==> src/hw/rtl/kns_pkg.sv <==
// kns_pkg: shared widths, constants, register indexes, state codes and structs
// for the kernel normalize / circular shift block
// no dependencies
`default_nettype none

package kns_pkg;

    localparam int PIX_W     = 8;              // kernel pixel
    localparam int SIDE_W    = 4;              // kernel side register
    localparam int PSF_W     = 11;             // psf side register
    localparam int SUM_W     = 14;             // running pixel sum
    localparam int DEN_W     = PIX_W + SUM_W;  // max * sum
    localparam int POS_W     = 10;             // psf row / column result
    localparam int VAL_W     = 24;             // weight and scale, Q8.16
    localparam int CFG_IDX_W = 2;
    localparam int TDATA_W   = 72;             // 68 payload bits padded to bytes

    localparam logic [PSF_W-1:0] MAX_PSF_SIDE = 11'd1024;
    localparam logic [VAL_W-1:0] VAL_SAT      = 24'hFFFFFF;
    localparam logic [PIX_W-1:0] PIX_FULL     = 8'd255;

    localparam logic [SIDE_W-1:0] RST_KERNEL_SIDE = 4'd5;
    localparam logic [PSF_W-1:0]  RST_PSF_SIDE    = 11'd256;

    typedef enum logic [CFG_IDX_W-1:0] {
        CFG_KERNEL_WIDTH  = 2'd0,
        CFG_KERNEL_HEIGHT = 2'd1,
        CFG_PSF_WIDTH     = 2'd2,
        CFG_PSF_HEIGHT    = 2'd3
    } t_cfg_idx;

    typedef struct packed {
        logic [SIDE_W-1:0] kernel_width;
        logic [SIDE_W-1:0] kernel_height;
        logic [PSF_W-1:0]  psf_width;
        logic [PSF_W-1:0]  psf_height;
    } t_cfg;

    typedef struct packed {
        logic [POS_W-1:0] psf_row;
        logic [POS_W-1:0] psf_col;
        logic [VAL_W-1:0] weight;
        logic [VAL_W-1:0] scale_factor;
        logic             degenerate;
        logic             last;
    } t_result;

    typedef enum logic [7:0] {
        S_LOAD   = 8'b0000_0001,
        S_PREP   = 8'b0000_0010,
        S_SCALE  = 8'b0000_0100,
        S_SCALEW = 8'b0000_1000,
        S_FETCH  = 8'b0001_0000,
        S_ISSUE  = 8'b0010_0000,
        S_WAIT   = 8'b0100_0000,
        S_OUT    = 8'b1000_0000
    } t_state;

endpackage

`default_nettype wire

==> src/hw/rtl/kns_div.sv <==
// kns_div: shared restoring divider, one quotient bit per cycle, result
// saturated to the 24-bit value range
// depends on kns_pkg
`default_nettype none

module kns_div import kns_pkg::*; #(
    parameter int NUM_W = 33
) (
    input  wire logic             i_clk,
    input  wire logic             i_rst_n,
    input  wire logic             i_start,
    input  wire logic [NUM_W-1:0] i_num,
    input  wire logic [DEN_W-1:0] i_den,
    output logic                  o_done,
    output logic [VAL_W-1:0]      o_quot
);

    localparam int CNT_W = $clog2(NUM_W + 1);

    logic             r_busy;
    logic             r_done;
    logic [CNT_W-1:0] r_cnt;
    logic [NUM_W-1:0] r_nq;     // numerator bits shift out, quotient bits shift in
    logic [DEN_W-1:0] r_rem;
    logic [DEN_W-1:0] r_den;

    logic [DEN_W:0]   shifted;
    logic             fits;
    logic [DEN_W:0]   diff;

    assign shifted = {r_rem, r_nq[NUM_W-1]};
    assign fits    = (shifted >= {1'b0, r_den});
    assign diff    = shifted - {1'b0, r_den};

    always_ff @(posedge i_clk) begin
        if (!i_rst_n) begin
            r_busy <= 1'b0;
            r_done <= 1'b0;
            r_cnt  <= '0;
        end else begin
            r_done <= 1'b0;
            if (i_start) begin
                r_busy <= 1'b1;
                r_cnt  <= CNT_W'(NUM_W);
            end else if (r_busy) begin
                r_cnt <= r_cnt - CNT_W'(1);
                if (r_cnt == CNT_W'(1)) begin
                    r_busy <= 1'b0;
                    r_done <= 1'b1;
                end
            end
        end
    end

    always_ff @(posedge i_clk) begin
        if (i_start) begin
            r_nq  <= i_num;
            r_rem <= '0;
            r_den <= i_den;
        end else if (r_busy) begin
            r_nq  <= {r_nq[NUM_W-2:0], fits};
            r_rem <= fits ? diff[DEN_W-1:0] : shifted[DEN_W-1:0];
        end
    end

    assign o_done = r_done;
    assign o_quot = (|r_nq[NUM_W-1:VAL_W]) ? VAL_SAT : r_nq[VAL_W-1:0];

endmodule

`default_nettype wire

==> src/hw/rtl/kns_ctrl.sv <==
// kns_ctrl: kernel load, pixel store, sum/max accumulation and the emission
// sequencer that drives the shared divider
// depends on kns_pkg, kns_div
`default_nettype none

module kns_ctrl import kns_pkg::*; #(
    parameter int MAX_KERNEL_SIDE = 8,
    parameter int FRACTION_BITS   = 16
) (
    input  wire logic             i_clk,
    input  wire logic             i_rst_n,
    input  wire t_cfg             i_cfg,
    input  wire logic             i_pix_valid,
    output logic                  o_pix_ready,
    input  wire logic [PIX_W-1:0] i_pix,
    output logic                  o_res_valid,
    input  wire logic             i_res_ready,
    output t_result               o_res
);

    localparam int AREA   = MAX_KERNEL_SIDE * MAX_KERNEL_SIDE;
    localparam int ADDR_W = (AREA > 1) ? $clog2(AREA) : 1;
    localparam int DEPTH  = 2 ** ADDR_W;
    localparam int CNT_W  = $clog2(AREA + 1);
    localparam int DIV_W  = 2 * PIX_W + 1 + FRACTION_BITS;
    localparam logic [SIDE_W-1:0] K_MAX = SIDE_W'(MAX_KERNEL_SIDE);

    t_state             r_state, n_state;
    logic [CNT_W-1:0]   r_count;
    logic [SUM_W-1:0]   r_sum;
    logic [PIX_W-1:0]   r_max;
    logic               r_degen;
    logic [CNT_W-1:0]   r_idx;
    logic [SIDE_W-1:0]  r_row;
    logic [SIDE_W-1:0]  r_col;
    logic [DEN_W-1:0]   r_den;
    logic [VAL_W-1:0]   r_scale;
    logic [VAL_W-1:0]   r_weight;
    logic [PIX_W-1:0]   r_rd_data;
    logic [PIX_W-1:0]   mem [DEPTH];

    logic [SIDE_W-1:0]   kw, kh, cx, cy;
    logic [2*SIDE_W-1:0] area;
    logic [CNT_W-1:0]    total;
    logic [CNT_W-1:0]    cnt_inc, idx_inc;
    logic [PSF_W-1:0]    pw, ph, col_pos, row_pos;
    logic                pix_acc, res_acc, is_last;
    logic [2*PIX_W-1:0]  p255;
    logic                div_start, div_done;
    logic [DIV_W-1:0]    div_num;
    logic [DEN_W-1:0]    div_den;
    logic [VAL_W-1:0]    div_quot;

    // effective geometry
    assign kw = (i_cfg.kernel_width == '0) ? SIDE_W'(1) :
                (i_cfg.kernel_width > K_MAX) ? K_MAX : i_cfg.kernel_width;
    assign kh = (i_cfg.kernel_height == '0) ? SIDE_W'(1) :
                (i_cfg.kernel_height > K_MAX) ? K_MAX : i_cfg.kernel_height;
    assign area  = {{SIDE_W{1'b0}}, kw} * {{SIDE_W{1'b0}}, kh};
    assign total = area[CNT_W-1:0];
    assign pw = (i_cfg.psf_width < PSF_W'(kw)) ? PSF_W'(kw) :
                (i_cfg.psf_width > MAX_PSF_SIDE) ? MAX_PSF_SIDE : i_cfg.psf_width;
    assign ph = (i_cfg.psf_height < PSF_W'(kh)) ? PSF_W'(kh) :
                (i_cfg.psf_height > MAX_PSF_SIDE) ? MAX_PSF_SIDE : i_cfg.psf_height;
    assign cx = kw >> 1;
    assign cy = kh >> 1;

    // circular placement around the kernel centre
    assign col_pos = (r_col >= cx) ? PSF_W'(r_col - cx) : (pw - PSF_W'(cx - r_col));
    assign row_pos = (r_row >= cy) ? PSF_W'(r_row - cy) : (ph - PSF_W'(cy - r_row));

    assign cnt_inc = r_count + CNT_W'(1);
    assign idx_inc = r_idx + CNT_W'(1);
    assign is_last = (idx_inc == total);

    assign o_pix_ready = (r_state == S_LOAD);
    assign pix_acc     = o_pix_ready && i_pix_valid;
    assign o_res_valid = (r_state == S_OUT);
    assign res_acc     = o_res_valid && i_res_ready;

    assign o_res.psf_row      = row_pos[POS_W-1:0];
    assign o_res.psf_col      = col_pos[POS_W-1:0];
    assign o_res.weight       = r_weight;
    assign o_res.scale_factor = r_scale;
    assign o_res.degenerate   = r_degen;
    assign o_res.last         = is_last;

    // pixel * 255 without a multiplier
    assign p255 = {r_rd_data, {PIX_W{1'b0}}} - {{PIX_W{1'b0}}, r_rd_data};

    always_comb begin
        div_start = 1'b0;
        div_num   = {1'b0, p255, {FRACTION_BITS{1'b0}}};
        div_den   = r_den;
        case (r_state)
            S_SCALE: begin
                div_start = !r_degen;
                div_num   = {{(PIX_W + 1){1'b0}}, PIX_FULL, {FRACTION_BITS{1'b0}}};
                div_den   = {{SUM_W{1'b0}}, r_max};
            end
            S_ISSUE: begin
                div_start = !r_degen;
            end
            default: begin
                div_start = 1'b0;
            end
        endcase
    end

    always_comb begin
        n_state = r_state;
        case (r_state)
            S_LOAD:   if (pix_acc && cnt_inc >= total) n_state = S_PREP;
            S_PREP:   n_state = S_SCALE;
            S_SCALE:  n_state = r_degen ? S_FETCH : S_SCALEW;
            S_SCALEW: if (div_done) n_state = S_FETCH;
            S_FETCH:  n_state = S_ISSUE;
            S_ISSUE:  n_state = r_degen ? S_OUT : S_WAIT;
            S_WAIT:   if (div_done) n_state = S_OUT;
            S_OUT:    if (res_acc) n_state = is_last ? S_LOAD : S_FETCH;
            default:  n_state = S_LOAD;
        endcase
    end

    always_ff @(posedge i_clk) begin
        if (!i_rst_n) begin
            r_state <= S_LOAD;
            r_count <= '0;
            r_sum   <= '0;
            r_max   <= '0;
            r_degen <= 1'b0;
            r_idx   <= '0;
            r_row   <= '0;
            r_col   <= '0;
        end else begin
            r_state <= n_state;
            if (pix_acc) begin
                r_count <= cnt_inc;
                r_sum   <= r_sum + SUM_W'(i_pix);
                if (i_pix > r_max) r_max <= i_pix;
            end
            if (r_state == S_PREP) begin
                r_degen <= (r_max == '0) || (r_sum == '0);
            end
            if (res_acc) begin
                if (is_last) begin
                    r_count <= '0;
                    r_sum   <= '0;
                    r_max   <= '0;
                    r_idx   <= '0;
                    r_row   <= '0;
                    r_col   <= '0;
                end else begin
                    r_idx <= idx_inc;
                    if (r_col + SIDE_W'(1) == kw) begin
                        r_col <= '0;
                        r_row <= r_row + SIDE_W'(1);
                    end else begin
                        r_col <= r_col + SIDE_W'(1);
                    end
                end
            end
        end
    end

    // payload registers
    always_ff @(posedge i_clk) begin
        if (r_state == S_PREP) r_den <= DEN_W'(r_max) * DEN_W'(r_sum);
        if (r_state == S_SCALE && r_degen) r_scale <= VAL_SAT;
        if (r_state == S_SCALEW && div_done) r_scale <= div_quot;
        if (r_state == S_ISSUE && r_degen) r_weight <= '0;
        if (r_state == S_WAIT && div_done) r_weight <= div_quot;
    end

    // kernel store, registered read
    always_ff @(posedge i_clk) begin
        if (pix_acc) mem[r_count[ADDR_W-1:0]] <= i_pix;
        r_rd_data <= mem[r_idx[ADDR_W-1:0]];
    end

    kns_div #(
        .NUM_W (DIV_W)
    ) u_div (
        .i_clk   (i_clk),
        .i_rst_n (i_rst_n),
        .i_start (div_start),
        .i_num   (div_num),
        .i_den   (div_den),
        .o_done  (div_done),
        .o_quot  (div_quot)
    );

endmodule

`default_nettype wire

==> src/hw/rtl/kernel_normalize_circshift_top.sv <==
// kernel_normalize_circshift_top: configuration registers, output register and
// the load / emission controller
// depends on kns_pkg, kns_ctrl
`default_nettype none

// Loads a blur kernel one gray pixel per request in raster order, then emits one
// result per kernel element in raster order: the weight pixel*255/(max*sum) in
// unsigned Q8.16 (truncated, saturated), the scale 255/max, the element's PSF
// row and column after the circular shift that puts the kernel centre at (0,0),
// a degenerate flag for an all-zero kernel (weights 0, scale all ones) and tlast
// on the final element. Pixels are taken one per cycle. After the last pixel the
// block is not ready until every result has been handed to the output register:
// one shared restoring divider produces one quotient bit a cycle over
// FRACTION_BITS+17 steps, first for the scale once, then for each weight after
// a fetch from the store, and each result is handed off before the next fetch;
// a degenerate kernel skips the divider. The output register lets the next
// kernel load start while the final result still waits on the master side.
// Configuration writes are taken at any time but belong only between kernels;
// the port is always ready.

module kernel_normalize_circshift_top import kns_pkg::*; #(
    parameter int MAX_KERNEL_SIDE = 8,
    parameter int FRACTION_BITS   = 16
) (
    input  wire logic                 i_clk,
    input  wire logic                 i_rst_n,
    // configuration write channel
    input  wire logic                 i_cfg_valid,
    output logic                      o_cfg_ready,
    input  wire logic [CFG_IDX_W-1:0] i_cfg_index,
    input  wire logic [PSF_W-1:0]     i_cfg_data,
    // kernel pixel stream
    input  wire logic                 i_s_axis_tvalid,
    output logic                      o_s_axis_tready,
    input  wire logic [PIX_W-1:0]     i_s_axis_tdata,  // [7:0] kernel_pixel
    // result stream
    output logic                      o_m_axis_tvalid,
    input  wire logic                 i_m_axis_tready,
    // [9:0] psf_row, [19:10] psf_col, [43:20] weight, [67:44] scale_factor,
    // [71:68] zero
    output logic [TDATA_W-1:0]        o_m_axis_tdata,
    output logic [0:0]                o_m_axis_tuser,  // [0] degenerate
    output logic                      o_m_axis_tlast
);

    t_cfg    r_cfg;
    logic    r_out_valid;
    t_result r_out;

    logic    res_valid;
    logic    res_ready;
    t_result res;

    // configuration registers
    assign o_cfg_ready = 1'b1;

    always_ff @(posedge i_clk) begin
        if (!i_rst_n) begin
            r_cfg.kernel_width  <= RST_KERNEL_SIDE;
            r_cfg.kernel_height <= RST_KERNEL_SIDE;
            r_cfg.psf_width     <= RST_PSF_SIDE;
            r_cfg.psf_height    <= RST_PSF_SIDE;
        end else if (i_cfg_valid && o_cfg_ready) begin
            case (t_cfg_idx'(i_cfg_index))
                CFG_KERNEL_WIDTH:  r_cfg.kernel_width  <= i_cfg_data[SIDE_W-1:0];
                CFG_KERNEL_HEIGHT: r_cfg.kernel_height <= i_cfg_data[SIDE_W-1:0];
                CFG_PSF_WIDTH:     r_cfg.psf_width     <= i_cfg_data;
                CFG_PSF_HEIGHT:    r_cfg.psf_height    <= i_cfg_data;
                default: begin
                end
            endcase
        end
    end

    // load, store and emission sequencing with the shared divider
    kns_ctrl #(
        .MAX_KERNEL_SIDE (MAX_KERNEL_SIDE),
        .FRACTION_BITS   (FRACTION_BITS)
    ) u_ctrl (
        .i_clk       (i_clk),
        .i_rst_n     (i_rst_n),
        .i_cfg       (r_cfg),
        .i_pix_valid (i_s_axis_tvalid),
        .o_pix_ready (o_s_axis_tready),
        .i_pix       (i_s_axis_tdata),
        .o_res_valid (res_valid),
        .i_res_ready (res_ready),
        .o_res       (res)
    );

    // output register: filled when empty or being drained this cycle
    assign res_ready = !r_out_valid || i_m_axis_tready;

    always_ff @(posedge i_clk) begin
        if (!i_rst_n) begin
            r_out_valid <= 1'b0;
        end else if (res_ready) begin
            r_out_valid <= res_valid;
        end
    end

    always_ff @(posedge i_clk) begin
        if (res_ready && res_valid) r_out <= res;
    end

    assign o_m_axis_tvalid = r_out_valid;
    assign o_m_axis_tdata  = {4'b0, r_out.scale_factor, r_out.weight,
                              r_out.psf_col, r_out.psf_row};
    assign o_m_axis_tuser  = r_out.degenerate;
    assign o_m_axis_tlast  = r_out.last;

endmodule

`default_nettype wire

==> config.mk <==
export PLATFORM = sky130hd
export DESIGN_NAME = kernel_normalize_circshift_top
export DESIGN_NICKNAME = d
export VERILOG_FILES = /design/src/hw/rtl/kns_pkg.sv /design/src/hw/rtl/kns_div.sv /design/src/hw/rtl/kns_ctrl.sv /design/src/hw/rtl/kernel_normalize_circshift_top.sv
export SDC_FILE = /design/constraint.sdc
export NUM_CORES = 1
export LEC_CHECK = 0
export ABC_CLOCK_PERIOD_IN_PS = 11100
export BUFFER_PORTS_ARGS = -buffer_cell sky130_fd_sc_hd__buf_2
export CAP_MARGIN = 20
export CORE_MARGIN = 2
export CORE_UTILIZATION = 66
export CTS_CLUSTER_SIZE = 24
export DETAILED_ROUTE_END_ITERATION = 7
export PLACE_DENSITY = 0.93
export SYNTH_ARGS = -nofsm -noshare
export SYNTH_HDL_FRONTEND = slang
export SYNTH_SLANG_ARGS = --single-unit
==> constraint.sdc <==
create_clock -name i_clk -period 11.1 [get_ports i_clk]
set_input_delay 0.555 -clock i_clk [delete_from_list [all_inputs] [get_ports i_clk]]
set_output_delay 0.555 -clock i_clk [all_outputs]
set_load 0.01 [all_outputs]
==> results of run 1 <==
## routing by layer
layer	track usage, %	part of all wire [%]	vias up
met5	0	0.014	-
met4	14.7	5.2	2
met3	5.79	9.2	326
met2	51.4	50	1434
met1	39.4	36	11800
li1	-	-	10200
## registers in the layout (all words and copies together), names as in the netlist, 4 cells and up
name	flops
u_ctrl.r_state	8
u_ctrl.r_sum	14
u_ctrl.r_den	22
u_ctrl.u_div.r_rem	22
u_ctrl.r_scale	24
u_ctrl.u_div.r_cnt	6
u_ctrl.mem	512
u_ctrl.r_rd_data	8
u_ctrl.r_idx	7
o_m_axis_tdata	68
u_ctrl.u_div.r_nq	33
r_cfg	30
u_ctrl.r_weight	24
u_ctrl.r_col	4
u_ctrl.r_row	4
u_ctrl.r_max	8
u_ctrl.u_div.r_den	22
u_ctrl.r_count	7
## area by class of cell
cell class / instances / area (sq um)
flip-flops and latches: 829 / 23700
fillers: 3230 / 16000
multi-input cells: 1621 / 14300
clock buffers: 100 / 2120
well taps: 773 / 967
repair buffers: 122 / 704
inverters: 168 / 632
clock inverters: 42 / 478
diodes: 2 / 5.00
## worst min path at each step
stage          slack (ps)          startpoint                 end
6_report              160       i_cfg_data[8]            r_cfg[8]
5_1_grt               170       i_cfg_data[8]            r_cfg[8]
4_1_cts               140       i_cfg_data[8]            r_cfg[8]
3_5_place_dp          400  u_ctrl.r_weight[0]  o_m_axis_tdata[20]
3_3_place_gp          410   u_ctrl.r_scale[3]  o_m_axis_tdata[47]
2_1_floorplan         400  u_ctrl.r_weight[0]  o_m_axis_tdata[20]
## cell usage in the layout, fill, tap and decap left out, types with 12 or more instances in the layout
master / Yosys / routed
a21boi_0: 26 / 26
a21o_1: 36 / 36
a21oi_1: 87 / 87
a31oi_1: 19 / 19
and2_1: 93 / 93
buf_2: 19 / 97
buf_4: 9 / 22
clkbuf_1: 94 / 17
clkbuf_16: 0 / 81
clkinv_1: 0 / 12
clkinv_2: 0 / 12
dfxtp_1: 122 / 119
edfxtp_1: 707 / 707
fa_1: 84 / 84
ha_1: 140 / 140
inv_1: 165 / 165
mux2i_1: 25 / 25
mux4_2: 168 / 168
nand2_1: 206 / 206
nand2b_1: 24 / 24
nand3_1: 39 / 39
nor2_1: 204 / 204
nor2b_1: 42 / 42
nor3_1: 25 / 25
nor4_1: 12 / 12
o21a_1: 36 / 36
o21ai_0: 61 / 60
o21ai_1: 12 / 12
or3_1: 34 / 34
xnor2_1: 69 / 69
xor2_1: 39 / 39
## cell usage after synthesis, types with 36 or more instances
library cell  instances  area share [%]
edfxtp_1            707              54
nand2_1             206             2.0
nor2_1              204             2.0
mux4_2              168             9.6
inv_1               165             1.6
ha_1                140             4.5
dfxtp_1             122             6.2
clkbuf_1             94            0.90
and2_1               93             1.5
a21oi_1              87             1.1
fa_1                 84             4.3
xnor2_1              69             1.5
o21ai_0              61            0.78
nor2b_1              42            0.67
nand3_1              39            0.50
xor2_1               39            0.87
a21o_1               36            0.69
o21a_1               36            0.69
## through the flow
| step | hold WS [ps] | util, % |
|---|---|---|
| after floorplan | 400 | - |
| after global placement | 406 | 68.4 |
| after detailed placement | 405 | 68.4 |
| after CTS | 137 | 72.8 |
| after global routing | 173 | 72.9 |
| final | 159 | 72.9 |
## power groups by stage
stage | Combinational [uW] | Sequential [uW] | Clock, uW
after floorplan | 381 | 3500 | 0
after global placement | 471 | 3530 | 0
after detailed placement | 504 | 3530 | 0
after CTS | 518 | 3460 | 2750
after global routing | 576 | 3470 | 2870
final | 526 | 3470 | 2740
## worst max-delay path: cells and delay by family, from the launching register on
| kind | cells | cell delay (ps) |
|---|---|---|
| flip-flops | 1 | 370 |
| XOR/XNOR | 3 | 780 |
| AND/OR/NAND/NOR | 6 | 1680 |
| adder cells (fa/ha/maj) | 3 | 1510 |
| buffers and inverters | 3 | 560 |
| AO/OA/AOI/OAI | 1 | 260 |
## cell families (layout without fill, tap and decap cells)
logic type	Yosys count	in the layout	share of synthesized area, %
AOI/OAI and AO/OA	350	350	5.80
muxes	199	199	10.5
buffers and inverters	303	432	3.16
and+or+nand+nor	735	735	9.07
DFF	829	829	60.3
adders and majority gates	224	224	8.75
other	2	7	0.0191
xor gates and xnor gates	108	108	2.41
==> flow_metrics.env, run 1 <==
export IMPL_start_kind="register"
export IMPL_clock_sinks=829
export IMPL_cts_resized=0
export IMPL_placed_area_sq_um=40300
export IMPL_drt_pass1_iterations=6
export IMPL_ir_drop_uv=149
export IMPL_worst_slew_pin_transition_ps=1100
export IMPL_antenna_found_initial=3
export IMPL_power_internal_uw=5150
export IMPL_synth_seq_cells=829
export IMPL_grt_use_total_pct=30.9
export IMPL_p_per_area_nw_per_um2=157
export IMPL_pre_cts_slack_ps=5930
export IMPL_crit_start="r_cfg[25]"
export IMPL_criticalPathCategory="register to register"
export IMPL_fp_dieH_um=248
export IMPL_arrival_ps=5820
export IMPL_routed_wl_um=92000
export IMPL_synth_seq_area_share_pct=60.3
export IMPL_cp_cell_sequence="inv_1, nand2_1, inv_1, nand2_1, fa_1, fa_1, inv_1, fa_1, xnor2_1, xor2_1, xnor2_1, nand4_1, nor4_2, nand2_1, nand2_1, a21oi_1"
export IMPL_p_sw_uw=1580
export IMPL_hold_violations=0
export IMPL_avgSynthCellArea_sq_um=14.3
export IMPL_grt_pass1_wl_um=142000
export IMPL_swShare_pct=23.5
export IMPL_drt_initial_drc_count=2785
export IMPL_finalNetCount=3072
export IMPL_wl_per_cell_um=25.2
export IMPL_setup_viol=0
export IMPL_finalCritPeriodShare_pct=48.5
export IMPL_crit_slowest_cell="nand2_1"
export IMPL_rrSetupSlack_ps=5710
export IMPL_r2r_cells=16
export IMPL_num_vias=23800
export IMPL_rsz0062_at_grt="no"
export IMPL_status="completed"
export IMPL_comb_power_share_pct=7.8
export IMPL_fp_dieW_um=248
export IMPL_port_buffers=97
export IMPL_hold_buffers=0
export IMPL_setup_tns_ps=0
export IMPL_power_total_uw=6730
export IMPL_skew_ps=36.1
export IMPL_clockBufferDepth=3
export IMPL_syn2layout_area_growth_pct=9.41
export IMPL_pwr_share_clk_pct=40.7
export IMPL_synthArstFlopShare_pct=0
export IMPL_clk_latency_ps=670
export IMPL_hpwlAfterDp_um=57100
export IMPL_maxSlewViolCount=0
export IMPL_postLayoutCellArea_sq_um=42900
export IMPL_dpl_cell_count=3511
export IMPL_synth_edff_count=707
export IMPL_core_sq_um=58900
export IMPL_hold_path_class="input pin to register"
export IMPL_drive_gt1_share_pct=15.0
export IMPL_viasPerCell=6.51
export IMPL_power_leakage_uw=0.0152
export IMPL_slowest_delay_ps=800
export IMPL_remaining_drc_errors=0
export IMPL_htreeDepth=3
export IMPL_cts_root_buf="clkbuf_16"
export IMPL_initial_core_util_pct=66.6
export IMPL_grt_max_degree=79
export IMPL_period_minus_slack_ps=5390
export IMPL_crit_path_end_kind="register"
export IMPL_fp_row_count=89
export IMPL_setup_slack_ps=5710
export IMPL_final_cell_count_no_fill=3657
export IMPL_post_cts_buffers=0
export IMPL_crit_required_ps=11540
export IMPL_cp_max_fo=30
export IMPL_cts_tree="yes"
export IMPL_ys_warn_count=0
export IMPL_crit_end="u_ctrl.r_sum[0]"
export IMPL_ant_nets=0
export IMPL_seq_power_share_pct=51.5
export IMPL_grt_pass1_vias=24200
export IMPL_die_area_sq_um=61400
export IMPL_clkTransAtPathRegs_ps=60
export IMPL_r2r_start="r_cfg[25]"
export IMPL_maxCapViolCount=0
export IMPL_fmax_ghz=0.186
export IMPL_synthCells=2750
export IMPL_ys_types=77
export IMPL_hold_depth=3
export IMPL_grt_ovfl_total=0
export IMPL_place_gp_congestion=0.881
export IMPL_syn_area_sq_um=39200
export IMPL_cts_buffers=80
export IMPL_yosys_most_used_dff="edfxtp_1"
export IMPL_critPathMostFrequentCell="nand2_1"
export IMPL_slew_headroom_pct=26.2
export IMPL_io_pins=103
export IMPL_crit_reg2reg_capture="u_ctrl.r_sum[0]"
(Power assumes the default switching activity.)
==> run 2, diff against run 1 <==
Settings changed: ABC_CLOCK_PERIOD_IN_PS 11100 to 5100, CORE_UTILIZATION 66 to 63, PLACE_DENSITY 0.93 to 0.89.
Clock period 11.1 ns to 5.1 ns, I/O delays scaled along.
==> flow_metrics.env, run 2 (synthesized netlist as in run 1, its figures left out) <==
export IMPL_dpl_cell_count=3604
export IMPL_place_gp_congestion=0.889
export IMPL_status="completed"
export IMPL_clk_latency_ps=650
export IMPL_final_common_cell="edfxtp_1"
export IMPL_fmax_ghz=0.198
export IMPL_cts_buffers=81
export IMPL_finalCritPeriodShare_pct=99.2
export IMPL_critical_path_buf_inv_count=4
export IMPL_routed_wl_um=91900
export IMPL_crit_required_ps=5450
export IMPL_port_buffers=97
export IMPL_start_kind="register"
export IMPL_skew_ps=46.5
export IMPL_setup_viol=0
export IMPL_p_per_area_nw_per_um2=342
export IMPL_finalNetCount=3112
export IMPL_grt_max_degree=69
export IMPL_ir_drop_uv=304
export IMPL_clockBufferDepth=3
export IMPL_io_pins=103
export IMPL_power_leakage_uw=0.0154
export IMPL_fp_dieW_um=254
export IMPL_hold_ws_ps=63.3
export IMPL_clock_sinks=829
export IMPL_crit_path_end_kind="register"
export IMPL_route_met2_wl_um=46500
export IMPL_clkTransAtPathRegs_ps=70
export IMPL_hold_violations=0
export IMPL_cts_tree="yes"
export IMPL_grt_ovfl_total=0
export IMPL_worst_slew_pin_transition_ps=1030
export IMPL_htreeDepth=3
export IMPL_drt_pass1_iterations=7
export IMPL_die_area_sq_um=64300
export IMPL_fp_dieH_um=254
export IMPL_drive_gt1_share_pct=16.3
export IMPL_wl_met1_um=33300
export IMPL_crit_slowest_cell="fa_1"
export IMPL_final_cell_count_no_fill=3769
export IMPL_ant_nets=0
export IMPL_largest_reg_flops=512
export IMPL_num_vias=23900
export IMPL_highest_layer="met4"
export IMPL_cp_cell_sequence="and2_1, fa_1, inv_1, fa_1, inv_1, fa_1, inv_1, fa_1, inv_1, ha_1, or3_1, o21ai_0, a21oi_1, a21o_1, a2111oi_2, nor3_1, xor2_1"
export IMPL_wl_met3_um=7730
export IMPL_r2r_cells=17
export IMPL_r2r_start="u_ctrl.r_sum[2]"
export IMPL_initial_core_util_pct=63.7
export IMPL_syn2layout_area_growth_pct=10.9
export IMPL_slowest_delay_ps=540
export IMPL_drt_initial_drc_count=2451
export IMPL_hold_path_class="input pin to register"
export IMPL_hold_depth=1
export IMPL_remaining_drc_errors=0
export IMPL_cp_max_fo=5
export IMPL_min_to="u_ctrl.mem[61][3]"
export IMPL_fp_row_count=91
export IMPL_maxCapViolCount=0
export IMPL_criticalPathCategory="register to register"
export IMPL_slew_headroom_pct=30.7
export IMPL_period_minus_slack_ps=5060
export IMPL_core_sq_um=61600
export IMPL_arrival_ps=5410
export IMPL_worstHoldStart="i_s_axis_tdata[3]"
export IMPL_rrSetupSlack_ps=40
export IMPL_crit_family="adder cells"
export IMPL_grt_pass1_wl_um=141000
export IMPL_viasPerCell=6.33
export IMPL_post_cts_buffers=0
export IMPL_wl_per_cell_um=24.4
export IMPL_maxSlewViolCount=0
export IMPL_hpwlAfterDp_um=57200
export IMPL_grt_use_total_pct=29.1
export IMPL_grt_pass1_vias=24500
export IMPL_antenna_found_initial=1
export IMPL_final_core_util_pct=70.7
export IMPL_final_cell_mix="edfxtp_1, nand2_1, nor2_1, mux4_2, inv_1"
export IMPL_crit_reg2reg_capture="u_ctrl.r_den[15]"
export IMPL_cts_root_buf="clkbuf_16"
## run 2: how the worst max path moves through the flow
stage / to / startpoint / depth (start not counted)
floorplan: u_ctrl.r_den[21] / u_ctrl.r_max[7] / 19
global placement: u_ctrl.r_den[15] / u_ctrl.r_max[7] / 17
detailed placement: u_ctrl.r_den[21] / u_ctrl.r_max[6] / 19
CTS: u_ctrl.r_den[15] / u_ctrl.r_max[7] / 17
global route: u_ctrl.r_den[15] / u_ctrl.r_max[7] / 17
finish: u_ctrl.r_den[15] / u_ctrl.r_sum[2] / 17
## run 2: final cells by class
class                      instances  area [sq um]
timing repair buffer             161          1060
sequential                       829         23700
clock inverter                    44           513
tap                              837          1050
clock buffer                     107          2210
inverter                         168           632
fill                            3650         18100
multi-input combinational       1621         14400
antenna                            2          5.00
## run 2: where the power goes
| group | internal, uW | total, uW | switching (uW) |
|---|---|---|---|
| Clock | 3500 | 6140 | 2640 |
| Combinational | 479 | 1220 | 738 |
| Sequential | 7420 | 7520 | 90.5 |
## run 2: timing repair
action                                  in CTS  in global routing
endpoints found under the hold margin       31                  0
endpoints found under the setup margin       2                  5
hold buffers                                12                  0
resized for setup                            2                 12
## run 2: layer usage
layer  track usage [%]  up-vias
met1              36.2    11900
met2              49.8     1323
met4              13.8        0
met3              5.44      310
li1                  -    10300
met5                 0        -
## run 2: through the flow
stage	instance area [sq um]	total power [uW]	worst slack [ps]	setup TNS, ps
3_5_place_dp	40600	8820	-7.94	-7.94
5_1_grt	43500	15300	-68.8	-85.3
4_1_cts	43500	14900	7.28	0
6_report	43500	14900	42.1	0
2_1_floorplan	39200	8440	233	0
3_3_place_gp	40600	8740	143	0
